## src/mxwp_pkg.sv

```systemverilog
// shared types and constants of the event word parser
// used by the front, queue, back and checker; depends on nothing
package mxwp_pkg;

    // word type in bits 31..30
    localparam logic [1:0] TYPE_DATA   = 2'd0;
    localparam logic [1:0] TYPE_HEADER = 2'd1;
    localparam logic [1:0] TYPE_BAD    = 2'd2;
    localparam logic [1:0] TYPE_FOOTER = 2'd3;

    // subtype of a type-0 word, bits 29..22
    localparam logic [7:0] SUB_FILLER = 8'h00;
    localparam logic [7:0] SUB_DATA   = 8'h10;
    localparam logic [7:0] SUB_EXT_TS = 8'h12;

    // configuration register indexes
    localparam int unsigned CFG_IDX_W = 2;
    localparam logic [CFG_IDX_W-1:0] CFG_ID_TABLE   = 2'd0;
    localparam logic [CFG_IDX_W-1:0] CFG_ENABLE     = 2'd1;
    localparam logic [CFG_IDX_W-1:0] CFG_TDC_STYLE  = 2'd2;

    localparam int unsigned SLOT_W = 3;
    localparam int unsigned CHAN_W = 6;
    localparam int unsigned TS_W   = 46;
    localparam int unsigned LEN_W  = 12;

    typedef enum logic [2:0] {
        CLS_FILLER,
        CLS_HEADER,
        CLS_DATA,
        CLS_EXT_TS,
        CLS_FOOTER,
        CLS_ILLEGAL
    } t_cls;

    typedef enum logic [1:0] {
        KIND_CHANNEL = 2'd0,
        KIND_END     = 2'd1,
        KIND_STATUS  = 2'd2
    } t_kind;

    typedef enum logic [2:0] {
        ST_UNKNOWN_MODULE = 3'd0,
        ST_NO_HEADER      = 3'd1,
        ST_BAD_CHANNEL    = 3'd2,
        ST_DUP_CHANNEL    = 3'd3,
        ST_ILLEGAL_WORD   = 3'd4
    } t_status;

    // classified word handed from front to back
    typedef struct packed {
        t_cls              cls;
        logic              slot_hit;
        logic [SLOT_W-1:0] slot;
        logic [31:0]       word;
        logic              buf_last;
    } t_entry;

    typedef struct packed {
        t_kind             kind;
        logic [SLOT_W-1:0] module_res;
        logic [CHAN_W-1:0] channel;
        logic [31:0]       data_word;
        logic [31:0]       event_number;
        logic [TS_W-1:0]   timestamp;
        logic [LEN_W-1:0]  length;
        t_status           status;
        logic              last;
    } t_result;

endpackage

```

## src/mxwp_front.sv

```systemverilog
// front part: classifies one readout word and looks up the header module slot
// depends on mxwp_pkg
module mxwp_front #(
    parameter int unsigned NUM_SLOTS = 8
) (
    input  logic [31:0]          i_word,
    input  logic                 i_buffer_last,
    input  logic [63:0]          i_id_table,
    input  logic [7:0]           i_enable_mask,
    output mxwp_pkg::t_entry     o_entry
);

    logic [1:0] w_type;
    logic [7:0] w_sub;
    logic [7:0] w_id;

    assign w_type = i_word[31:30];
    assign w_sub  = i_word[29:22];
    assign w_id   = i_word[23:16];

    // word classification and slot lookup
    always_comb begin
        o_entry.word     = i_word;
        o_entry.buf_last = i_buffer_last;
        unique case (w_type)
            mxwp_pkg::TYPE_HEADER: o_entry.cls = mxwp_pkg::CLS_HEADER;
            mxwp_pkg::TYPE_FOOTER: o_entry.cls = mxwp_pkg::CLS_FOOTER;
            mxwp_pkg::TYPE_DATA: begin
                priority if (w_sub == mxwp_pkg::SUB_FILLER)
                    o_entry.cls = mxwp_pkg::CLS_FILLER;
                else if (w_sub == mxwp_pkg::SUB_DATA)
                    o_entry.cls = mxwp_pkg::CLS_DATA;
                else if (w_sub == mxwp_pkg::SUB_EXT_TS)
                    o_entry.cls = mxwp_pkg::CLS_EXT_TS;
                else
                    o_entry.cls = mxwp_pkg::CLS_ILLEGAL;
            end
            default: o_entry.cls = mxwp_pkg::CLS_ILLEGAL;
        endcase

        // slot lookup, lowest enabled match wins
        o_entry.slot_hit = 1'b0;
        o_entry.slot     = '0;
        for (int k = NUM_SLOTS - 1; k >= 0; k--) begin
            if (i_enable_mask[k] && (i_id_table[8*k +: 8] == w_id)) begin
                o_entry.slot_hit = 1'b1;
                o_entry.slot     = mxwp_pkg::SLOT_W'(k);
            end
        end
    end

endmodule

```

## src/mxwp_queue.sv

```systemverilog
// two-entry queue of classified words between front and back
// depends on mxwp_pkg
module mxwp_queue (
    input  logic                i_clk,
    input  logic                i_rst_n,
    input  logic                i_push,
    input  mxwp_pkg::t_entry    i_entry,
    output logic                o_full,
    input  logic                i_pop,
    output logic                o_valid,
    output mxwp_pkg::t_entry    o_entry
);

    mxwp_pkg::t_entry r_slots [2];
    logic             r_wr_ptr;
    logic             r_rd_ptr;
    logic [1:0]       r_count;

    assign o_full  = (r_count == 2'd2);
    assign o_valid = (r_count != 2'd0);
    assign o_entry = r_slots[r_rd_ptr];

    // pointers and fill count
    always_ff @(posedge i_clk) begin
        if (!i_rst_n) begin
            r_wr_ptr <= 1'b0;
            r_rd_ptr <= 1'b0;
            r_count  <= 2'd0;
        end else begin
            if (i_push)
                r_wr_ptr <= ~r_wr_ptr;
            if (i_pop)
                r_rd_ptr <= ~r_rd_ptr;
            unique case ({i_push, i_pop})
                2'b10:   r_count <= r_count + 2'd1;
                2'b01:   r_count <= r_count - 2'd1;
                default: r_count <= r_count;
            endcase
        end
    end

    // entry storage
    always_ff @(posedge i_clk) begin
        if (i_push)
            r_slots[r_wr_ptr] <= i_entry;
    end

endmodule

```

## src/mxwp_back.sv

```systemverilog
// back part: event state, channel store and result generation
// depends on mxwp_pkg
module mxwp_back #(
    parameter int unsigned NUM_SLOTS    = 8,
    parameter int unsigned NUM_CHANNELS = 34
) (
    input  logic                i_clk,
    input  logic                i_rst_n,
    input  logic                i_q_valid,
    input  mxwp_pkg::t_entry    i_q_entry,
    output logic                o_q_pop,
    input  logic [7:0]          i_tdc_mask,
    input  logic                i_out_ready,
    output logic                o_out_valid,
    output mxwp_pkg::t_result   o_out
);

    localparam int unsigned CH_W  = (NUM_CHANNELS > 1) ? $clog2(NUM_CHANNELS) : 1;
    localparam int unsigned IDX_W = $clog2(NUM_CHANNELS + 1);
    localparam int unsigned SL_W  = (NUM_SLOTS > 1) ? $clog2(NUM_SLOTS) : 1;

    typedef enum logic [1:0] {
        S_IDLE,
        S_SCAN,
        S_EMIT
    } t_state;

    t_state                      r_state;
    logic                        r_out_valid;
    mxwp_pkg::t_result           r_out;
    logic                        r_open;
    logic                        r_aborted;
    logic [mxwp_pkg::SLOT_W-1:0] r_slot;
    logic [31:0]                 r_header;
    logic [15:0]                 r_ext_ts;
    logic                        r_ext_valid;
    logic [31:0]                 r_counts [NUM_SLOTS];
    logic [31:0]                 r_cur_count;
    logic [NUM_CHANNELS-1:0]     r_filled;
    logic [mxwp_pkg::TS_W-1:0]   r_ts;
    logic [IDX_W-1:0]            r_idx;
    logic                        r_end_last;
    logic [31:0]                 r_store [NUM_CHANNELS];
    logic [31:0]                 r_rd_data;

    logic                        w_out_free;
    logic                        w_pop;
    logic [mxwp_pkg::CHAN_W-1:0] w_chan;
    logic [CH_W-1:0]             w_chan_ix;
    logic [SL_W-1:0]             w_slot_ix;
    logic                        w_store_wr;
    logic [mxwp_pkg::TS_W-1:0]   w_ts;

    assign w_out_free  = !r_out_valid || i_out_ready;
    assign w_pop       = (r_state == S_IDLE) && i_q_valid && w_out_free;
    assign o_q_pop     = w_pop;
    assign o_out_valid = r_out_valid;
    assign o_out       = r_out;
    assign w_chan      = i_q_entry.word[21:16];
    assign w_chan_ix   = w_chan[CH_W-1:0];
    assign w_slot_ix   = i_q_entry.slot[SL_W-1:0];
    assign w_ts        = {(r_ext_valid ? r_ext_ts : 16'h0000), i_q_entry.word[29:0]};

    // a data word that is stored rather than reported
    assign w_store_wr = w_pop && !r_aborted && r_open
                        && (i_q_entry.cls == mxwp_pkg::CLS_DATA)
                        && (32'(w_chan) < NUM_CHANNELS)
                        && !(i_tdc_mask[r_slot] && r_filled[w_chan_ix]);

    // result with the context of the open event
    function automatic mxwp_pkg::t_result mk_res(
        input mxwp_pkg::t_kind           kind,
        input logic [mxwp_pkg::CHAN_W-1:0] chan,
        input logic [31:0]               dw,
        input logic [mxwp_pkg::TS_W-1:0] ts,
        input mxwp_pkg::t_status         st,
        input logic                      last,
        input logic                      open,
        input logic [mxwp_pkg::SLOT_W-1:0] slot,
        input logic [31:0]               cnt,
        input logic [31:0]               hdr
    );
        mxwp_pkg::t_result res;
        res.kind         = kind;
        res.module_res   = open ? slot : '0;
        res.channel      = chan;
        res.data_word    = dw;
        res.event_number = open ? cnt : 32'h0;
        res.timestamp    = ts;
        res.length       = open ? hdr[mxwp_pkg::LEN_W-1:0] : '0;
        res.status       = st;
        res.last         = last;
        return res;
    endfunction

    // channel store, written by data words, read during a footer drain
    always_ff @(posedge i_clk) begin
        if (w_store_wr)
            r_store[w_chan_ix] <= i_q_entry.word;
        r_rd_data <= r_store[r_idx[CH_W-1:0]];
    end

    // event state machine and result register
    always_ff @(posedge i_clk) begin
        if (!i_rst_n) begin
            r_state     <= S_IDLE;
            r_out_valid <= 1'b0;
            r_open      <= 1'b0;
            r_aborted   <= 1'b0;
            r_slot      <= '0;
            r_header    <= 32'h0;
            r_ext_ts    <= 16'h0;
            r_ext_valid <= 1'b0;
            r_cur_count <= 32'h0;
            r_filled    <= '0;
            r_idx       <= '0;
            r_end_last  <= 1'b0;
            for (int k = 0; k < NUM_SLOTS; k++)
                r_counts[k] <= 32'h0;
        end else begin
            if (i_out_ready)
                r_out_valid <= 1'b0;
            unique case (r_state)
                S_IDLE: begin
                    if (w_pop) begin
                        if (!r_aborted) begin
                            unique case (i_q_entry.cls)
                                mxwp_pkg::CLS_HEADER: begin
                                    if (!i_q_entry.slot_hit) begin
                                        r_out_valid <= 1'b1;
                                        r_out <= mk_res(mxwp_pkg::KIND_STATUS, '0,
                                            i_q_entry.word, '0,
                                            mxwp_pkg::ST_UNKNOWN_MODULE, 1'b1,
                                            r_open, r_slot, r_cur_count, r_header);
                                        r_aborted <= 1'b1;
                                    end else begin
                                        r_filled    <= '0;
                                        r_ext_valid <= 1'b0;
                                        r_open      <= 1'b1;
                                        r_slot      <= i_q_entry.slot;
                                        r_header    <= i_q_entry.word;
                                        r_counts[w_slot_ix] <= r_counts[w_slot_ix] + 32'd1;
                                        r_cur_count <= r_counts[w_slot_ix] + 32'd1;
                                    end
                                end
                                mxwp_pkg::CLS_DATA: begin
                                    priority if (!r_open) begin
                                        r_out_valid <= 1'b1;
                                        r_out <= mk_res(mxwp_pkg::KIND_STATUS, '0,
                                            i_q_entry.word, '0,
                                            mxwp_pkg::ST_NO_HEADER, 1'b1,
                                            r_open, r_slot, r_cur_count, r_header);
                                        r_aborted <= 1'b1;
                                    end else if (32'(w_chan) >= NUM_CHANNELS) begin
                                        r_out_valid <= 1'b1;
                                        r_out <= mk_res(mxwp_pkg::KIND_STATUS, w_chan,
                                            i_q_entry.word, '0,
                                            mxwp_pkg::ST_BAD_CHANNEL, 1'b1,
                                            r_open, r_slot, r_cur_count, r_header);
                                        r_aborted <= 1'b1;
                                    end else if (i_tdc_mask[r_slot]
                                                 && r_filled[w_chan_ix]) begin
                                        r_out_valid <= 1'b1;
                                        r_out <= mk_res(mxwp_pkg::KIND_STATUS, w_chan,
                                            i_q_entry.word, '0,
                                            mxwp_pkg::ST_DUP_CHANNEL, 1'b1,
                                            r_open, r_slot, r_cur_count, r_header);
                                    end else begin
                                        r_filled[w_chan_ix] <= 1'b1;
                                    end
                                end
                                mxwp_pkg::CLS_EXT_TS: begin
                                    if (!r_open) begin
                                        r_out_valid <= 1'b1;
                                        r_out <= mk_res(mxwp_pkg::KIND_STATUS, '0,
                                            i_q_entry.word, '0,
                                            mxwp_pkg::ST_NO_HEADER, 1'b1,
                                            r_open, r_slot, r_cur_count, r_header);
                                        r_aborted <= 1'b1;
                                    end else begin
                                        r_ext_ts    <= i_q_entry.word[15:0];
                                        r_ext_valid <= 1'b1;
                                    end
                                end
                                mxwp_pkg::CLS_FOOTER: begin
                                    if (!r_open) begin
                                        r_out_valid <= 1'b1;
                                        r_out <= mk_res(mxwp_pkg::KIND_STATUS, '0,
                                            i_q_entry.word, '0,
                                            mxwp_pkg::ST_NO_HEADER, 1'b1,
                                            r_open, r_slot, r_cur_count, r_header);
                                        r_aborted <= 1'b1;
                                    end else begin
                                        r_ts       <= w_ts;
                                        r_idx      <= '0;
                                        r_end_last <= i_q_entry.buf_last;
                                        r_state    <= S_SCAN;
                                    end
                                end
                                mxwp_pkg::CLS_ILLEGAL: begin
                                    r_out_valid <= 1'b1;
                                    r_out <= mk_res(mxwp_pkg::KIND_STATUS, '0,
                                        i_q_entry.word, '0,
                                        mxwp_pkg::ST_ILLEGAL_WORD, 1'b1,
                                        r_open, r_slot, r_cur_count, r_header);
                                end
                                default: begin
                                    // filler word
                                end
                            endcase
                        end
                        // buffer end, unless a drain is starting and will do it
                        if (i_q_entry.buf_last && !(!r_aborted && r_open
                                && (i_q_entry.cls == mxwp_pkg::CLS_FOOTER))) begin
                            r_filled    <= '0;
                            r_ext_valid <= 1'b0;
                            r_open      <= 1'b0;
                            r_aborted   <= 1'b0;
                        end
                    end
                end
                S_SCAN: begin
                    if (32'(r_idx) == NUM_CHANNELS) begin
                        if (w_out_free) begin
                            r_out_valid <= 1'b1;
                            r_out <= mk_res(mxwp_pkg::KIND_END, '0, r_header, r_ts,
                                mxwp_pkg::ST_UNKNOWN_MODULE, 1'b1,
                                r_open, r_slot, r_cur_count, r_header);
                            r_filled    <= '0;
                            r_ext_valid <= 1'b0;
                            r_open      <= 1'b0;
                            if (r_end_last)
                                r_aborted <= 1'b0;
                            r_state <= S_IDLE;
                        end
                    end else if (r_filled[r_idx[CH_W-1:0]]) begin
                        r_state <= S_EMIT;
                    end else begin
                        r_idx <= r_idx + IDX_W'(1);
                    end
                end
                S_EMIT: begin
                    if (w_out_free) begin
                        r_out_valid <= 1'b1;
                        r_out <= mk_res(mxwp_pkg::KIND_CHANNEL,
                            mxwp_pkg::CHAN_W'(r_idx), r_rd_data, r_ts,
                            mxwp_pkg::ST_UNKNOWN_MODULE, 1'b0,
                            r_open, r_slot, r_cur_count, r_header);
                        r_idx   <= r_idx + IDX_W'(1);
                        r_state <= S_SCAN;
                    end
                end
                default: r_state <= S_IDLE;
            endcase
        end
    end

endmodule

```

## src/mxdc32_event_word_parser.sv

```systemverilog
// readout word parser: a word passes the input queue and then reaches the result
// register; one word per cycle for words with no result or one result, while
// the result output is not stalled. A footer holds the back part while it scans
// every channel in turn, emitting a result for each filled channel, then the
// event end. Synchronous active-low reset clears event state, event counts and
// configuration; the channel store holds no reset.
// depends on mxwp_pkg, mxwp_front, mxwp_queue, mxwp_back
module mxdc32_event_word_parser #(
    parameter int unsigned NUM_SLOTS    = 8,
    parameter int unsigned NUM_CHANNELS = 34
) (
    input  logic                              i_clk,
    input  logic                              i_rst_n,
    // word input
    input  logic                              i_valid,
    output logic                              o_ready,
    input  logic [31:0]                       i_word,
    input  logic                              i_buffer_last,
    // result output
    output logic                              o_valid,
    input  logic                              i_ready,
    output logic [1:0]                        o_kind,
    output logic [mxwp_pkg::SLOT_W-1:0]       o_module_res,
    output logic [mxwp_pkg::CHAN_W-1:0]       o_channel,
    output logic [31:0]                       o_data_word,
    output logic [31:0]                       o_event_number,
    output logic [mxwp_pkg::TS_W-1:0]         o_timestamp,
    output logic [mxwp_pkg::LEN_W-1:0]        o_length,
    output logic [2:0]                        o_status,
    output logic                              o_last,
    // configuration writes
    input  logic                              i_cfg_valid,
    output logic                              o_cfg_ready,
    input  logic [mxwp_pkg::CFG_IDX_W-1:0]    i_cfg_index,
    input  logic [63:0]                       i_cfg_data
);

    logic [63:0]       r_id_table;
    logic [7:0]        r_enable_mask;
    logic [7:0]        r_tdc_mask;

    mxwp_pkg::t_entry  w_front_entry;
    mxwp_pkg::t_entry  w_q_entry;
    mxwp_pkg::t_result w_res;
    logic              w_q_full;
    logic              w_q_valid;
    logic              w_q_pop;
    logic              w_push;

    assign o_cfg_ready = 1'b1;
    assign o_ready     = !w_q_full;
    assign w_push      = i_valid && !w_q_full;

    // configuration registers
    always_ff @(posedge i_clk) begin
        if (!i_rst_n) begin
            r_id_table    <= 64'h0;
            r_enable_mask <= 8'h00;
            r_tdc_mask    <= 8'h00;
        end else if (i_cfg_valid) begin
            unique case (i_cfg_index)
                mxwp_pkg::CFG_ID_TABLE:  r_id_table    <= i_cfg_data;
                mxwp_pkg::CFG_ENABLE:    r_enable_mask <= i_cfg_data[7:0];
                mxwp_pkg::CFG_TDC_STYLE: r_tdc_mask    <= i_cfg_data[7:0];
                default: begin
                    // writes beyond the register list are dropped
                end
            endcase
        end
    end

    mxwp_front #(
        .NUM_SLOTS (NUM_SLOTS)
    ) u_front (
        .i_word        (i_word),
        .i_buffer_last (i_buffer_last),
        .i_id_table    (r_id_table),
        .i_enable_mask (r_enable_mask),
        .o_entry       (w_front_entry)
    );

    mxwp_queue u_queue (
        .i_clk   (i_clk),
        .i_rst_n (i_rst_n),
        .i_push  (w_push),
        .i_entry (w_front_entry),
        .o_full  (w_q_full),
        .i_pop   (w_q_pop),
        .o_valid (w_q_valid),
        .o_entry (w_q_entry)
    );

    mxwp_back #(
        .NUM_SLOTS    (NUM_SLOTS),
        .NUM_CHANNELS (NUM_CHANNELS)
    ) u_back (
        .i_clk       (i_clk),
        .i_rst_n     (i_rst_n),
        .i_q_valid   (w_q_valid),
        .i_q_entry   (w_q_entry),
        .o_q_pop     (w_q_pop),
        .i_tdc_mask  (r_tdc_mask),
        .i_out_ready (i_ready),
        .o_out_valid (o_valid),
        .o_out       (w_res)
    );

    // result fields to ports
    assign o_kind         = w_res.kind;
    assign o_module_res   = w_res.module_res;
    assign o_channel      = w_res.channel;
    assign o_data_word    = w_res.data_word;
    assign o_event_number = w_res.event_number;
    assign o_timestamp    = w_res.timestamp;
    assign o_length       = w_res.length;
    assign o_status       = (w_res.kind == mxwp_pkg::KIND_STATUS) ? w_res.status : 3'd0;
    assign o_last         = w_res.last;

endmodule

```

## config.mk

```make
export PLATFORM = sky130hd
export DESIGN_NAME = mxdc32_event_word_parser
export DESIGN_NICKNAME = d
export VERILOG_FILES = /design/src/mxwp_pkg.sv /design/src/mxwp_front.sv /design/src/mxwp_queue.sv /design/src/mxwp_back.sv /design/src/mxdc32_event_word_parser.sv
export SDC_FILE = /design/constraint.sdc
export NUM_CORES = 2
export LEC_CHECK = 0
export BUFFER_PORTS_ARGS = -buffer_cell sky130_fd_sc_hd__buf_4
export CAP_MARGIN = 20
export CORE_UTILIZATION = 37
export DETAILED_ROUTE_END_ITERATION = 8
export PLACE_DENSITY_LB_ADDON = 0.08
export SYNTH_ARGS = -nofsm -noshare
export SYNTH_HDL_FRONTEND = slang
export SYNTH_SLANG_ARGS = --single-unit
export TNS_END_PERCENT = 5
```

## constraint.sdc

```tcl
create_clock -name i_clk -period 8.7 [get_ports i_clk]
set_input_delay 0.87 -clock i_clk [delete_from_list [all_inputs] [get_ports i_clk]]
set_output_delay 0.87 -clock i_clk [all_outputs]
set_load 0.1 [all_outputs]
```

==> summary.md <==
| Metric | Value |
|---|---|
| Via count | `41080` |
| Layout area overhead | `14.5%` |
| Slew HR | `0.217` |
| Fin Clk Skew | `52.8 ps` |
| Final hold violations | `0` |
| Die height | `451 um` |
| Period Utilization, post-route | `0.642` |
| Vias in the first global route | `40620` |
| Synthesized area | `74700 um^2` |
| Total GRT Usage | `0.218` |
| Sequential element share of the synthesized area | `0.712` |
| Largest net degree at the start of global routing | `104` |
| I/O pin total | `244` |
| Root Driver | `clkbuf_16` |
| DR pass1 iterations | `7` |
| Hold/Removal Path Class | `input port to register` |
| Reg area | `53200 um^2` |
| FF-to-FF End | `u_back.o_out[128]` |
| Pleak | `27.6 nW` |
| Residual DRC | `0` |
| WL/cell | `29.4 um` |
| Die Width | `451 um` |
| I/O Buffers | `242` |
| Initial antenna violation count | `13` |
| Setup TNS | `0 ps` |
| Final setup viols | `0` |
| Worst setup endpoint | `u_back.o_out[128]` |
| #FFs+latches synth | `1854` |
| Final Cell Area | `85600 um^2` |
| Critical Path Source Type | `register` |
| Worst vdd ir | `220 uV` |
| Area occupied by multi-input gates | `19500 um^2` |
| CP endpoint kind | `register` |
| Setup bufs post-CTS | `0` |
| Global-route wire length before repair | `316000 um` |
| Crit-path max FO | `75` |
| Cell variety after synth | `99` |
| Post-synth ARST share | `0` |
| Initial Util | `0.373` |
| Post-synth EDFFs | `1607` |
| Pwr Density | `276 nW/um^2` |
| Critical Path AT | `6060 ps` |
| DR iter-0 viols | `3794` |
| CTS tree | `yes` |
| Worst R2R Setup Slack | `3120 ps` |
| PostCTS Resize Cnt | `0` |
| Top_reg_cell synth | `edfxtp_1` |
| Nets | `4895` |
| RePlAce Congestion | `0.798` |
| Post-Syn Nets | `4734` |
| HPWL after detailed placement | `138000 um` |
| Dpl cell area | `79200 um^2` |
| Site row count | `164` |
| Clock sink total | `1854` |
| RSZ-0062 raised after global routing | `false` |
| Antenna-violating nets left | `0` |
| Fin. max-slew vios | `0` |
| GRT overflow | `0` |
| Vias/cell | `5.40` |
| Crit Path Class | `register to register` |
| Routed WL | `224000 um` |
| Most common cell after layout, fill and taps aside | `edfxtp_1` |
| Die area | `204000 um^2` |
| Hold buffer count at CTS | `0` |
| Clock tree buffer depth | `3` |
| Mapped Cells | `4621` |
| Worst slew pin tran | `1160 ps` |
| Minimum clock period | `5580 ps` |
| Worst Path Required | `9180 ps` |
| Share of layout cells above drive strength 1 | `0.226` |
| Clock transition at path regs | `60 ps` |
| Yosys warns | `0` |
| Most frequent cells in the layout | `1607 x edfxtp_1, 449 x nor2_1, 339 x buf_4, 281 x mux4_2, 276 x nand2_1` |
| Core Footprint | `200000 um^2` |
| Clock Latency Late Sink | `870 ps` |
| CTS H-tree lvls | `4` |
| F_max | `0.179 GHz` |
| Mean cell area of the mapped netlist | `16.2 um^2` |
| Status | `completed` |
| R2R depth | `12` |
| Num CTS Buffers | `202` |
| Max Cap Viol | `0` |
| # fillers | `17992` |
-- worst min path at each step --
stage / endpoint / start / slack, ps / cells past startpoint
finish: u_queue.r_slots[1][12] / i_word[11] / 220 / 1
global route: u_queue.r_slots[1][12] / i_word[11] / 180 / 1
CTS: u_queue.r_slots[1][12] / i_word[11] / 160 / 1
detailed placement: u_back.r_cur_count[1] / u_back.r_cur_count[1] / 450 / 2
global placement: u_back.r_cur_count[31] / u_back.r_cur_count[31] / 440 / 2
floorplan: u_back.r_cur_count[20] / u_back.r_cur_count[20] / 430 / 2
-- cells in the mapped netlist, drive strengths merged, types with 61 or more instances --
| library cell | count | share of area |
|---|---|---|
| a21oi | 155 | 0.010 |
| edfxtp | 1607 | 0.65 |
| buf | 234 | 0.021 |
| nand2 | 280 | 0.014 |
| mux2 | 61 | 0.0093 |
| o21ai | 72 | 0.0049 |
| mux2i | 198 | 0.027 |
| clkbuf | 175 | 0.0088 |
| dfxtp | 247 | 0.066 |
| and2 | 131 | 0.011 |
| mux4 | 281 | 0.085 |
| xor2 | 64 | 0.0087 |
| nor2 | 493 | 0.025 |
-- worst max-delay path: stages, from the launching register on --
cell,delay [ps]
dfxtp_4,470
mux2i_2,780
clkinv_1,160
buf_4,390
mux2_2,320
o32a_1,120
a31oi_1,70
a2111oi_0,810
nand2_1,200
o21a_1,250
o22ai_1,150
and3b_4,900
buf_12,400
-- routing by layer --
| layer | GRT usage | vias up | wire (um) |
|---|---|---|---|
| met4 | 0.0544 | 0 | 5090 |
| met1 | 0.297 | 21742 | 97800 |
| li1 | - | 17967 | - |
| met5 | 0 | - | 0 |
| met2 | 0.366 | 1120 | 111000 |
| met3 | 0.0301 | 251 | 10400 |
-- metrics by stage --
stage               power, mW  utilization  setup WS [ps]  instances  hold WS (ps)
finish                   23.7        0.427           3120       7605           224
global route             24.4        0.427           2680       7602           183
CTS                      23.9        0.427           3140       7599           159
detailed placement       15.7        0.396           3150       7232           447
global placement         15.6        0.394           3170       7212           443
floorplan                14.1            -           2170       4621           429
-- kinds of logic (layout without fill, tap and decap cells) --
family                   count (synthesis)  count (layout)  share of synthesized area
AO/OA/AOI/OAI                          534             534                     0.0488
XOR/XNOR                                97              97                     0.0127
adder cells (fa/ha/maj)                  9               9                    0.00151
buffers and inverters                  453             777                     0.0320
flip-flops                            1854            1854                      0.712
multiplexers                           540             540                      0.121
other                                    1               5                  0.0000502
AND/OR/NAND/NOR                       1133            1133                     0.0724
-- layout make-up --
cell class              count  area share
flip-flops and latches   1854       0.622
repair buffers            366      0.0360
inverters                  44     0.00199
clock inverters            82     0.00923
diodes                      4    0.000117
well taps                2656      0.0388
clock buffers             285      0.0645
multi-input cells        2314       0.227
-- power breakdown --
group	internal (mW)	switching (mW)	leakage, nW	total (mW)
sequential	10.6	0.181	16.9	10.7
combinational	0.888	3.78	7.68	4.67
clock	4.73	3.53	3.05	8.26
total	16.2	7.49	27.6	23.7
-- state kept, by name, summed over array words and instances (netlist names), 3 cells and up, named ones only --
signal,cells
u_back.r_ts,46
u_back.r_header,32
r_enable_mask,8
u_back.r_filled,34
u_back.r_rd_data,32
u_back.o_out,137
u_back.r_ext_ts,16
r_tdc_mask,8
u_back.r_counts,256
r_id_table,64
u_queue.r_slots,80
u_back.r_slot,3
u_back.r_idx,6
u_back.r_cur_count,32
u_back.r_store,1088
No activity file was read; power rests on OpenSTA's default activity.
